===== src/rtl/core/arp_pkg.sv =====
// ----------------------------------------------------------------------------
// arp_pkg
// Shared types, constants and helpers for the ARGB8888 recolour and
// premultiply pipeline.
// ----------------------------------------------------------------------------
`default_nettype none

package arp_pkg;

    // Width of one colour or alpha channel.
    localparam int ChanW = 8;

    // Full-scale channel value (opaque alpha, maximum colour).
    localparam logic [ChanW-1:0] ChanMax = 8'hFF;

    // Configuration port widths.
    localparam int CfgIdxW  = 8;
    localparam int CfgDataW = 32;

    // Configuration register indexes.
    localparam logic [CfgIdxW-1:0] CfgIdxRecolor = 8'd0;
    localparam logic [CfgIdxW-1:0] CfgIdxPremul  = 8'd1;

    // One input pixel request.
    typedef struct packed {
        logic [ChanW-1:0] in_alpha;
        logic [ChanW-1:0] in_red;
        logic [ChanW-1:0] in_green;
        logic [ChanW-1:0] in_blue;
    } pix_in_t;

    // One result pixel request.
    typedef struct packed {
        logic [ChanW-1:0] out_alpha;
        logic [ChanW-1:0] out_red;
        logic [ChanW-1:0] out_green;
        logic [ChanW-1:0] out_blue;
    } pix_out_t;

    // Per-pixel information that travels alongside the colour channels.
    typedef struct packed {
        logic [ChanW-1:0] alpha;
        logic             opa_zero;
        logic             premul;
    } side_t;

    // Load enables of the four pipeline stages.
    typedef struct packed {
        logic en1;
        logic en2;
        logic en3;
        logic en4;
    } adv_t;

    // Exact floor(x / 255) for x up to 255 * 255, by the usual add-and-shift.
    function automatic logic [8:0] div255(input logic [16:0] x);
        logic [16:0] t;
        t = x + {8'd0, x[16:8]} + 17'd1;
        return t[16:8];
    endfunction

endpackage

`default_nettype wire


===== src/rtl/core/arp_cfg.sv =====
// ----------------------------------------------------------------------------
// arp_cfg
// Configuration registers: recolour colour with opacity, and the flag that
// marks the source as already premultiplied.
// ----------------------------------------------------------------------------
`default_nettype none

module arp_cfg (
    input  wire logic                          clk,
    input  wire logic                          rst_n,
    input  wire logic                          cfg_valid,
    output logic                               cfg_ready,
    input  wire logic [arp_pkg::CfgIdxW-1:0]   cfg_index,
    input  wire logic [arp_pkg::CfgDataW-1:0]  cfg_data,
    output logic [arp_pkg::CfgDataW-1:0]       recolor,
    output logic                               premul
);

    logic [arp_pkg::CfgDataW-1:0] recolor_reg;
    logic                         premul_reg;

    // Writes are always taken.
    assign cfg_ready = 1'b1;

    // Register file; unknown indexes are ignored.
    always_ff @(posedge clk or negedge rst_n)
    begin
        if (!rst_n)
        begin
            recolor_reg <= '0;
            premul_reg  <= 1'b0;
        end
        else if (cfg_valid && cfg_ready)
        begin
            if (cfg_index == arp_pkg::CfgIdxRecolor)
            begin
                recolor_reg <= cfg_data;
            end
            else if (cfg_index == arp_pkg::CfgIdxPremul)
            begin
                premul_reg <= cfg_data[0];
            end
        end
    end

    assign recolor = recolor_reg;
    assign premul  = premul_reg;

endmodule

`default_nettype wire


===== src/rtl/core/arp_ctrl.sv =====
// ----------------------------------------------------------------------------
// arp_ctrl
// Pipeline control: valid bits and load enables of the four stages, and the
// per-pixel alpha and mode flags that travel with each request.
// ----------------------------------------------------------------------------
`default_nettype none

module arp_ctrl (
    input  wire logic                        clk,
    input  wire logic                        rst_n,
    input  wire logic                        in_valid,
    output logic                             in_stall,
    input  wire logic [arp_pkg::ChanW-1:0]   alpha_in,
    input  wire logic                        opa_zero,
    input  wire logic                        premul,
    output logic                             out_valid,
    input  wire logic                        out_stall,
    output arp_pkg::adv_t                    adv,
    output arp_pkg::side_t                   side2,
    output arp_pkg::side_t                   side3,
    output logic [arp_pkg::ChanW-1:0]        alpha_out
);

    logic v1_reg, v2_reg, v3_reg, v4_reg;
    logic v1_next, v2_next, v3_next, v4_next;
    logic mv1, mv2, mv3, mv4;
    logic zero_px;

    arp_pkg::side_t side1_reg, side2_reg, side3_reg;
    logic [arp_pkg::ChanW-1:0] alpha4_reg;

    // A stage moves on when the next one loads; the last when not stalled.
    always_comb
    begin
        mv4     = !out_stall;
        adv.en4 = v3_reg && (!v4_reg || mv4);
        mv3     = adv.en4;
        adv.en3 = v2_reg && (!v3_reg || mv3);
        mv2     = adv.en3;
        adv.en2 = v1_reg && (!v2_reg || mv2);
        mv1     = adv.en2;
        adv.en1 = in_valid && (!v1_reg || mv1);
        in_stall = v1_reg && !mv1;
    end

    // Valid bits: set on load, cleared when the request moves on.
    always_comb
    begin
        v1_next = adv.en1 ? 1'b1 : (mv1 ? 1'b0 : v1_reg);
        v2_next = adv.en2 ? 1'b1 : (mv2 ? 1'b0 : v2_reg);
        v3_next = adv.en3 ? 1'b1 : (mv3 ? 1'b0 : v3_reg);
        v4_next = adv.en4 ? 1'b1 : (mv4 ? 1'b0 : v4_reg);
    end

    always_ff @(posedge clk or negedge rst_n)
    begin
        if (!rst_n)
        begin
            v1_reg <= 1'b0;
            v2_reg <= 1'b0;
            v3_reg <= 1'b0;
            v4_reg <= 1'b0;
        end
        else
        begin
            v1_reg <= v1_next;
            v2_reg <= v2_next;
            v3_reg <= v3_next;
            v4_reg <= v4_next;
        end
    end

    // A transparent pixel clears to zero unless it passes through untouched.
    assign zero_px = (side3_reg.alpha == '0) && !(side3_reg.premul && side3_reg.opa_zero);

    // Sideband registers follow the stage enables.
    always_ff @(posedge clk)
    begin
        if (adv.en1)
        begin
            side1_reg <= '{alpha: alpha_in, opa_zero: opa_zero, premul: premul};
        end
        if (adv.en2)
        begin
            side2_reg <= side1_reg;
        end
        if (adv.en3)
        begin
            side3_reg <= side2_reg;
        end
        if (adv.en4)
        begin
            alpha4_reg <= zero_px ? '0 : side3_reg.alpha;
        end
    end

    assign out_valid = v4_reg;
    assign side2     = side2_reg;
    assign side3     = side3_reg;
    assign alpha_out = alpha4_reg;

endmodule

`default_nettype wire


===== src/rtl/core/arp_chan.sv =====
// ----------------------------------------------------------------------------
// arp_chan
// Datapath of one colour channel: recolour blend and premultiply over four
// register stages, one multiplier level or one add and divide per stage.
// ----------------------------------------------------------------------------
`default_nettype none

module arp_chan (
    input  wire logic                        clk,
    input  wire arp_pkg::adv_t               adv,
    input  wire logic [arp_pkg::ChanW-1:0]   src,
    input  wire logic [arp_pkg::ChanW-1:0]   rc,
    input  wire logic [arp_pkg::ChanW-1:0]   opa,
    input  wire arp_pkg::side_t              side2,
    input  wire arp_pkg::side_t              side3,
    output logic [arp_pkg::ChanW-1:0]        result
);

    localparam int ProdW = 2 * arp_pkg::ChanW;

    // Stage 1: products of source by the remaining weight and recolour by opacity.
    logic [arp_pkg::ChanW-1:0] src1_reg;
    logic [ProdW-1:0]          p1_1_reg, p2_1_reg;
    logic [arp_pkg::ChanW-1:0] mix;

    // Stage 2: blended value and scaled recolour term.
    logic [arp_pkg::ChanW-1:0] src2_reg, c1_2_reg, q2_reg;
    logic [ProdW-1:0]          p1_2_reg;
    logic [ProdW:0]            sum2;
    logic [8:0]                c1_div, q_div;

    // Stage 3: second product by alpha.
    logic [arp_pkg::ChanW-1:0] src3_reg, c1_3_reg;
    logic [ProdW-1:0]          p1_3_reg, m3_reg;
    logic [arp_pkg::ChanW-1:0] mul_x;

    // Stage 4: final division and mode selection.
    logic [ProdW:0]            sum4;
    logic [8:0]                d4;
    logic [arp_pkg::ChanW-1:0] d4_sat;
    logic [arp_pkg::ChanW-1:0] res_next;
    logic [arp_pkg::ChanW-1:0] res_reg;
    logic                      zero_px;
    logic                      opaque;

    assign mix = arp_pkg::ChanMax - opa;

    // First multiplier level.
    always_ff @(posedge clk)
    begin
        if (adv.en1)
        begin
            src1_reg <= src;
            p1_1_reg <= ProdW'(src) * ProdW'(mix);
            p2_1_reg <= ProdW'(rc) * ProdW'(opa);
        end
    end

    // Blend sum and divides by 255.
    assign sum2   = {1'b0, p1_1_reg} + {1'b0, p2_1_reg};
    assign c1_div = arp_pkg::div255(sum2);
    assign q_div  = arp_pkg::div255({1'b0, p2_1_reg});

    always_ff @(posedge clk)
    begin
        if (adv.en2)
        begin
            src2_reg <= src1_reg;
            p1_2_reg <= p1_1_reg;
            c1_2_reg <= c1_div[arp_pkg::ChanW-1:0];
            q2_reg   <= q_div[arp_pkg::ChanW-1:0];
        end
    end

    // Operand for the alpha product depends on the mode.
    always_comb
    begin
        if (side2.opa_zero)
        begin
            mul_x = src2_reg;
        end
        else if (side2.premul)
        begin
            mul_x = q2_reg;
        end
        else
        begin
            mul_x = c1_2_reg;
        end
    end

    always_ff @(posedge clk)
    begin
        if (adv.en3)
        begin
            src3_reg <= src2_reg;
            p1_3_reg <= p1_2_reg;
            c1_3_reg <= c1_2_reg;
            m3_reg   <= ProdW'(mul_x) * ProdW'(side2.alpha);
        end
    end

    // Premultiplied blends add the source term before the last divide.
    assign sum4   = (side3.premul && !side3.opa_zero) ?
                    ({1'b0, p1_3_reg} + {1'b0, m3_reg}) : {1'b0, m3_reg};
    assign d4     = arp_pkg::div255(sum4);
    assign d4_sat = d4[8] ? arp_pkg::ChanMax : d4[arp_pkg::ChanW-1:0];
    assign opaque = (side3.alpha == arp_pkg::ChanMax);
    assign zero_px = (side3.alpha == '0) && !(side3.premul && side3.opa_zero);

    // Result selection by mode.
    always_comb
    begin
        if (zero_px)
        begin
            res_next = '0;
        end
        else if (side3.opa_zero)
        begin
            res_next = (side3.premul || opaque) ? src3_reg : d4[arp_pkg::ChanW-1:0];
        end
        else if (!side3.premul)
        begin
            res_next = opaque ? c1_3_reg : d4[arp_pkg::ChanW-1:0];
        end
        else
        begin
            res_next = opaque ? c1_3_reg : d4_sat;
        end
    end

    always_ff @(posedge clk)
    begin
        if (adv.en4)
        begin
            res_reg <= res_next;
        end
    end

    assign result = res_reg;

endmodule

`default_nettype wire


===== src/rtl/core/argb8888_recolor_premultiply_top.sv =====
// ----------------------------------------------------------------------------
// argb8888_recolor_premultiply_top
// Blends a configured recolour into ARGB8888 pixels at a configured opacity
// and premultiplies the result by the pixel alpha.
// ----------------------------------------------------------------------------
//
//  Channel  Handshake            Payload                 Direction
//  -------  -------------------  ----------------------  ---------
//  in       in_valid / in_stall  in_data  (pix_in_t)     input
//  out      out_valid/out_stall  out_data (pix_out_t)    output
//  cfg      cfg_valid/cfg_ready  cfg_index, cfg_data     input
//
//  One pixel request is taken per clock while in_stall is low; each one
//  passes through the four-stage multiply and divide pipeline to the output.
//  Reset clears the valid bits and sets both configuration registers to zero.
//  A stall holds the output register; stages behind it keep filling bubbles,
//  so in_stall rises only when the output is held and the pipeline is full.
//  Configuration writes are always accepted.
//
`default_nettype none

module argb8888_recolor_premultiply_top (
    input  wire logic                          clk,
    input  wire logic                          rst_n,
    input  wire logic                          in_valid,
    output logic                               in_stall,
    input  wire arp_pkg::pix_in_t              in_data,
    output logic                               out_valid,
    input  wire logic                          out_stall,
    output arp_pkg::pix_out_t                  out_data,
    input  wire logic                          cfg_valid,
    output logic                               cfg_ready,
    input  wire logic [arp_pkg::CfgIdxW-1:0]   cfg_index,
    input  wire logic [arp_pkg::CfgDataW-1:0]  cfg_data
);

    logic [arp_pkg::CfgDataW-1:0] recolor;
    logic                         premul;
    logic [arp_pkg::ChanW-1:0]    opa;
    arp_pkg::adv_t                adv;
    arp_pkg::side_t               side2, side3;
    logic [arp_pkg::ChanW-1:0]    alpha_out, red_out, green_out, blue_out;

    assign opa = recolor[31:24];

    // Configuration registers.
    arp_cfg u_cfg (
        .clk       (clk),
        .rst_n     (rst_n),
        .cfg_valid (cfg_valid),
        .cfg_ready (cfg_ready),
        .cfg_index (cfg_index),
        .cfg_data  (cfg_data),
        .recolor   (recolor),
        .premul    (premul)
    );

    // Stage control and alpha path.
    arp_ctrl u_ctrl (
        .clk       (clk),
        .rst_n     (rst_n),
        .in_valid  (in_valid),
        .in_stall  (in_stall),
        .alpha_in  (in_data.in_alpha),
        .opa_zero  (opa == '0),
        .premul    (premul),
        .out_valid (out_valid),
        .out_stall (out_stall),
        .adv       (adv),
        .side2     (side2),
        .side3     (side3),
        .alpha_out (alpha_out)
    );

    // One datapath per colour channel.
    arp_chan u_red (
        .clk    (clk),
        .adv    (adv),
        .src    (in_data.in_red),
        .rc     (recolor[23:16]),
        .opa    (opa),
        .side2  (side2),
        .side3  (side3),
        .result (red_out)
    );

    arp_chan u_green (
        .clk    (clk),
        .adv    (adv),
        .src    (in_data.in_green),
        .rc     (recolor[15:8]),
        .opa    (opa),
        .side2  (side2),
        .side3  (side3),
        .result (green_out)
    );

    arp_chan u_blue (
        .clk    (clk),
        .adv    (adv),
        .src    (in_data.in_blue),
        .rc     (recolor[7:0]),
        .opa    (opa),
        .side2  (side2),
        .side3  (side3),
        .result (blue_out)
    );

    assign out_data = '{out_alpha: alpha_out, out_red: red_out,
                        out_green: green_out, out_blue: blue_out};

endmodule

`default_nettype wire


===== config.mk =====
export PLATFORM = sky130hd
export DESIGN_NAME = argb8888_recolor_premultiply_top
export DESIGN_NICKNAME = d
export VERILOG_FILES = /design/src/rtl/core/arp_pkg.sv /design/src/rtl/core/arp_cfg.sv /design/src/rtl/core/arp_ctrl.sv /design/src/rtl/core/arp_chan.sv /design/src/rtl/core/argb8888_recolor_premultiply_top.sv
export SDC_FILE = /design/constraint.sdc
export NUM_CORES = 2
export LEC_CHECK = 0
export ABC_AREA = 1
export CAP_MARGIN = 20
export CORE_ASPECT_RATIO = 1.25
export CORE_MARGIN = 2
export CORE_UTILIZATION = 55
export CTS_BUF_LIST = sky130_fd_sc_hd__clkbuf_4
export DETAILED_ROUTE_END_ITERATION = 16
export DONT_BUFFER_PORTS = 1
export PLACE_DENSITY = 0.68
export SETUP_SLACK_MARGIN = 0.02
export SLEW_MARGIN = 20
export SYNTH_ARGS = -nofsm -noshare
export SYNTH_HDL_FRONTEND = slang
export SYNTH_SLANG_ARGS = --single-unit

===== constraint.sdc =====
create_clock -name clk -period 9.25 [get_ports clk]
set_input_delay 2.775 -clock clk [delete_from_list [all_inputs] [get_ports clk]]
set_output_delay 2.775 -clock clk [all_outputs]
set_load 0.02 [all_outputs]

Word-level counts from Yosys, hierarchy flattened
Cells that the tools add are included.
- add/sub/neg operators: 25
- multipliers: 9
- equality and inequality tests: 3
- mux-type cells: 35
- bitwise logic cells: 1
- reductions and logical operators: 29
- operators with widths (kind ; count):
    2-to-1 mux 8 bit ; 24
    multiplier 8 x 8 -> 16 bit ; 9
    adder 16 x 16 -> 17 bit ; 6
    adder 16 x 1 -> 16 bit (second input constant) ; 6
    adder 17 x 1 -> 17 bit (second input constant) ; 3
    adder 17 x 9 -> 17 bit ; 3
    2-to-1 mux 17 bit ; 3
    adder 16 x 8 -> 16 bit ; 3
    adder 16 x 9 -> 16 bit ; 3
    logical NOT 8 bit ; 3
    == test 8 x 1 -> 1 bit (second input constant) ; 1
    == test 8 bit (second input constant) ; 1
    logical AND 1 bit ; 8
    logical NOT 1 bit ; 8
    2-to-1 mux 1 bit ; 8
    subtractor 8 bit (first input constant) ; 1
    nonzero test 2 bit ; 3
    logical OR 1 bit ; 5
    AND reduction 3 bit ; 1
    != test 2 x 1 -> 1 bit (second input constant) ; 1
    AND reduction 2 bit ; 1
    NOT 1 bit ; 1
- register bits: 483
- bits of input ports: 77
- output and inout bits: 35
- word-level logic and storage cells: 154

Logic depth before layout (Yosys ltp)
- word-level depth: 10
- depth in mapped cells: 29
- depth with buffers taken out: 29

Modules after synthesis
A second synthesis with hierarchy kept.
- cell total of the unflattened synthesis: 5007
- area total of the unflattened synthesis: 43853.3 um^2
- by module, submodules not included (module ; instances ; cells an instance ; area an instance (um^2)):
    arp_chan at u_blue ; 1 ; 1589 ; 13699.4
    arp_chan at u_red ; 1 ; 1594 ; 13659.4
    arp_chan at u_green ; 1 ; 1580 ; 13606.8
    arp_cfg ; 1 ; 165 ; 1485.2
    arp_ctrl ; 1 ; 72 ; 1376.3
    argb8888_recolor_premultiply_top ; 1 ; 7 ; 26.3

Least setup slack after synthesis
Ideal clock, no wire load.
- kind: input to register
- start: input out_stall
- end: register u_blue.p1_1_reg[0], enable pin
- data arrival time: 8598 ps
- required time: 8629 ps
- slack: 31 ps
- stages on the path: 7
- buffers on the path: 0
- cells stage by stage: nand2_1 > nor2_1 > inv_1 > nor2_1 > inv_1 > nor2_1 > nor2_1
- cells in the longest elaborated chain, start to end: 9
- RTL lines (what ; line ; RTL):
    start, declared ; argb8888_recolor_premultiply_top.sv:29 ; input wire logic out_stall,
    logical NOT 1 bit ; arp_ctrl.sv:35 ; mv4 = !out_stall;
    logical OR 1 bit ; arp_ctrl.sv:36 ; adv.en4 = v3_reg && (!v4_reg || mv4);
    logical AND 1 bit ; arp_ctrl.sv:36 ;
    logical OR 1 bit ; arp_ctrl.sv:38 ; adv.en3 = v2_reg && (!v3_reg || mv3);
    logical AND 1 bit ; arp_ctrl.sv:38 ;
    logical OR 1 bit ; arp_ctrl.sv:40 ; adv.en2 = v1_reg && (!v2_reg || mv2);
    logical AND 1 bit ; arp_ctrl.sv:40 ;
    logical OR 1 bit ; arp_ctrl.sv:42 ; adv.en1 = in_valid && (!v1_reg || mv1);
    logical AND 1 bit ; arp_ctrl.sv:42 ;
    end signal, assigned ; arp_chan.sv:54 ; p1_1_reg <= ProdW'(src) * ProdW'(mix);
    end, declared ; arp_chan.sv:23 ; logic [ProdW-1:0] p1_1_reg, p2_1_reg;
No other way between the ends.
A chain may end at the register's enable or synchronous reset.

Worst setup path in the final report
- start: input out_stall
- end: output in_stall
- cells in the longest elaborated chain, start to end: 9
- RTL lines (what ; line ; RTL):
    logical NOT 1 bit ; arp_ctrl.sv:35 ;
    logical OR 1 bit ; arp_ctrl.sv:36 ;
    logical AND 1 bit ; arp_ctrl.sv:36 ;
    logical OR 1 bit ; arp_ctrl.sv:38 ;
    logical AND 1 bit ; arp_ctrl.sv:38 ;
    logical OR 1 bit ; arp_ctrl.sv:40 ;
    logical AND 1 bit ; arp_ctrl.sv:40 ;
    logical NOT 1 bit ; arp_ctrl.sv:43 ; in_stall = v1_reg && !mv1;
    logical AND 1 bit ; arp_ctrl.sv:43 ;
    end, declared ; argb8888_recolor_premultiply_top.sv:26 ; output logic in_stall,
No other way between the ends.

==> impl_metrics.json <==
{
  "numCtsBuffers": 121,
  "leakagePower_nw": 23.2,
  "instances_no_fill": 5987,
  "postCtsSetupBuffers": 0,
  "hold_end": "u_blue.p1_3_reg[1]",
  "place_ws_ns": 2.01,
  "hold_depth": 0,
  "r2r-start": "u_ctrl.side2[0]",
  "synth_edf_count": 446,
  "die_w_um": 254,
  "r2r_cells": 23,
  "path_max_fanout": 3,
  "grt_pass1_vias": 31600,
  "grt_first_pass_wirelength_mm": 165,
  "insertion_delay_ns": 0.96,
  "antenna_found_initial": 3,
  "min_from": "u_blue.p1_2_reg[1]",
  "htree_levels": 3,
  "largest_reg_flops": 32,
  "rows": 114,
  "track_usage": 0.265,
  "synth-main-ff-cell": "edfxtp_1",
  "yosysSeqAreaShare": 0.334,
  "slew_violations": 0,
  "die_h_um": 316,
  "cp-start-kind": "input port",
  "critPathRequiredTime_ns": 6.48,
  "area_growth_pct": 6.45,
  "r2r-end": "u_green.m3_reg[14]",
  "rrSetupSlack_ns": 3.20,
  "worst_pin_slew_ns": 0.977,
  "status": "finished, final reports clean",
  "skew_ns": 0.0781,
  "synthCells": 4807,
  "synthArstFlopShare": 0.0766,
  "setup_viol": 0,
  "drive_gt1_frac": 0.0687,
  "wire_per_inst_um": 17.0,
  "min_period_over_period": 0.734,
  "clkSlewWorstSetupHoldPaths_ns": 0.07,
  "cts_root_buf": "clkbuf_4",
  "dp_hpwl_mm": 81.5,
  "ctsHoldBuffers": 0,
  "crit_type": "in -> out",
  "post_cts_resized": 0,
  "core-area_um2": 77300,
  "clockBufferDepth": 3,
  "start_util": 0.555,
  "firstDrtPassIters": 5,
  "p_per_area_nw_per_um2": 258,
  "clock_sinks": 483,
  "worst_hold_path_type": "reg -> reg",
  "ir_drop_uv": 200,
  "die_area_um2": 80200,
  "nNetsFinal": 5723,
  "cts_tree": "built",
  "placed_cells": 5750,
  "yosysWarningCount": 0,
  "synth.distinct_cells": 52,
  "setup_tns_ns": 0,
  "synth_seq_cells": 483,
  "fillCellCount": 7003,
  "drt_iter0_drc": 1959,
  "drc": 0,
  "arrival_ns": 4.01,
  "max-slew-margin-rel": 0.342,
  "syn_area_per_cell_um2": 8.92,
  "gp_congestion": 0.922,
  "fmax_mhz": 147,
  "worst_slack_ns": 2.46,
  "ioPinCount": 112,
  "synth_fp_nets": 5700,
  "io_buffers": 0,
  "finalHoldViolCount": 0,
  "fin_crit_ns": 6.79,
  "viasPerCell": 5.23,
  "whs_ns": 0.375,
  "maxCapViolations": 0,
  "rsz0062_at_grt": "no",
  "drt_wl_total_mm": 102,
  "grt_max_degree": 103,
  "synth_area_um2": 42900,
  "crit_path_end_kind": "output pin",
  "grt.overflow.total": 0,
  "drtAntennaViolNets": 0,
  "vias": 31300
}
[where the power goes]
group          internal (mW)  switching (mW)
clock                   1.04           0.922
sequential              3.13           0.366
combinational           2.42            3.90
[area by class of cell]
cell class | instances | area, um2 | area share
timing repair buffer | 24 | 210 | 0.00461
clock inverter | 58 | 419 | 0.00918
inverter | 957 | 3600 | 0.0788
sequential | 483 | 14300 | 0.314
tap | 1044 | 1310 | 0.0286
clock buffer | 172 | 1290 | 0.0283
antenna | 6 | 15.0 | 0.000329
multi-input combinational | 3243 | 24500 | 0.536
[layer usage]
metal | part of all wire | global-route usage | up-vias
li1 | - | - | 15400
met1 | 0.44 | 0.348 | 14900
met2 | 0.47 | 0.442 | 842
met3 | 0.058 | 0.0431 | 220
met4 | 0.036 | 0.0995 | 2
met5 | 0.00013 | 0 | -
[worst max path at each step]
stage                            from  cells past startpoint            endpoint
after global routing        out_stall                      6            in_stall
after CTS                   out_stall                      6            in_stall
after detailed placement  in_data[19]                     23  u_red.p1_1_reg[15]
after global placement    in_data[18]                     23  u_red.p1_1_reg[15]
final                       out_stall                      6            in_stall
after floorplan             out_stall                      7  u_blue.p1_1_reg[0]
[cell families (layout without fill, tap and decap cells)]
family	after synthesis	after routing	synth area share
XOR/XNOR	182	182	0.0372
AO/OA/AOI/OAI	460	460	0.0605
other	1	7	0.0000875
multiplexers	26	26	0.00674
AND/OR/NAND/NOR	1758	1758	0.170
flip-flops	483	483	0.334
adder cells (fa/ha/maj)	816	816	0.296
buffers and inverters	1081	1211	0.0956
[cells in the final DEF (no fill, tap or decap), types with 32 or more instances in the layout]
master,Yosys,routed
ha_1,486,486
edfxtp_1,446,446
nor2_1,506,504
o21ai_0,89,89
fa_1,330,330
clkinv_1,9,38
inv_1,937,935
nand4_1,38,38
clkbuf_4,0,172
a21oi_1,257,256
nand3_1,183,183
dfrtp_1,37,37
o21bai_1,32,32
xor2_1,138,138
xnor2_1,44,44
nand2_1,922,922
[synthesized netlist by cell type, drive strengths merged, types with 23 or more instances]
master | instances | area [um2]
dfrtp | 37 | 926
nor2 | 518 | 1990
mux2 | 23 | 259
nand4 | 38 | 238
nand3 | 194 | 1030
o21ai | 110 | 554
clkbuf | 99 | 372
xor2 | 138 | 1210
nand2 | 933 | 3530
o21bai | 34 | 263
xnor2 | 44 | 385
a21oi | 273 | 1440
ha | 486 | 6080
buf | 25 | 135
inv | 948 | 3560
fa | 330 | 6610
edfxtp | 446 | 13400
[per-stage QoR]
stage / power [mW] / cell area (um2) / util
6_report: 11.8 / 45600 / 0.590
3_3_place_gp: 9.71 / 43900 / 0.568
5_1_grt: 13.0 / 45600 / 0.590
2_1_floorplan: 8.36 / 42900 / -
4_1_cts: 11.9 / 45600 / 0.590
3_5_place_dp: 9.83 / 43900 / 0.568
[critical path, cell delays in order]
cell     delay (ns)
nand2_1        0.05
nor2_1         0.11
inv_1          0.07
nor2_1         0.29
inv_1          0.21
nor2_1         0.51
Note: power is estimated with default switching activity, not from simulation.
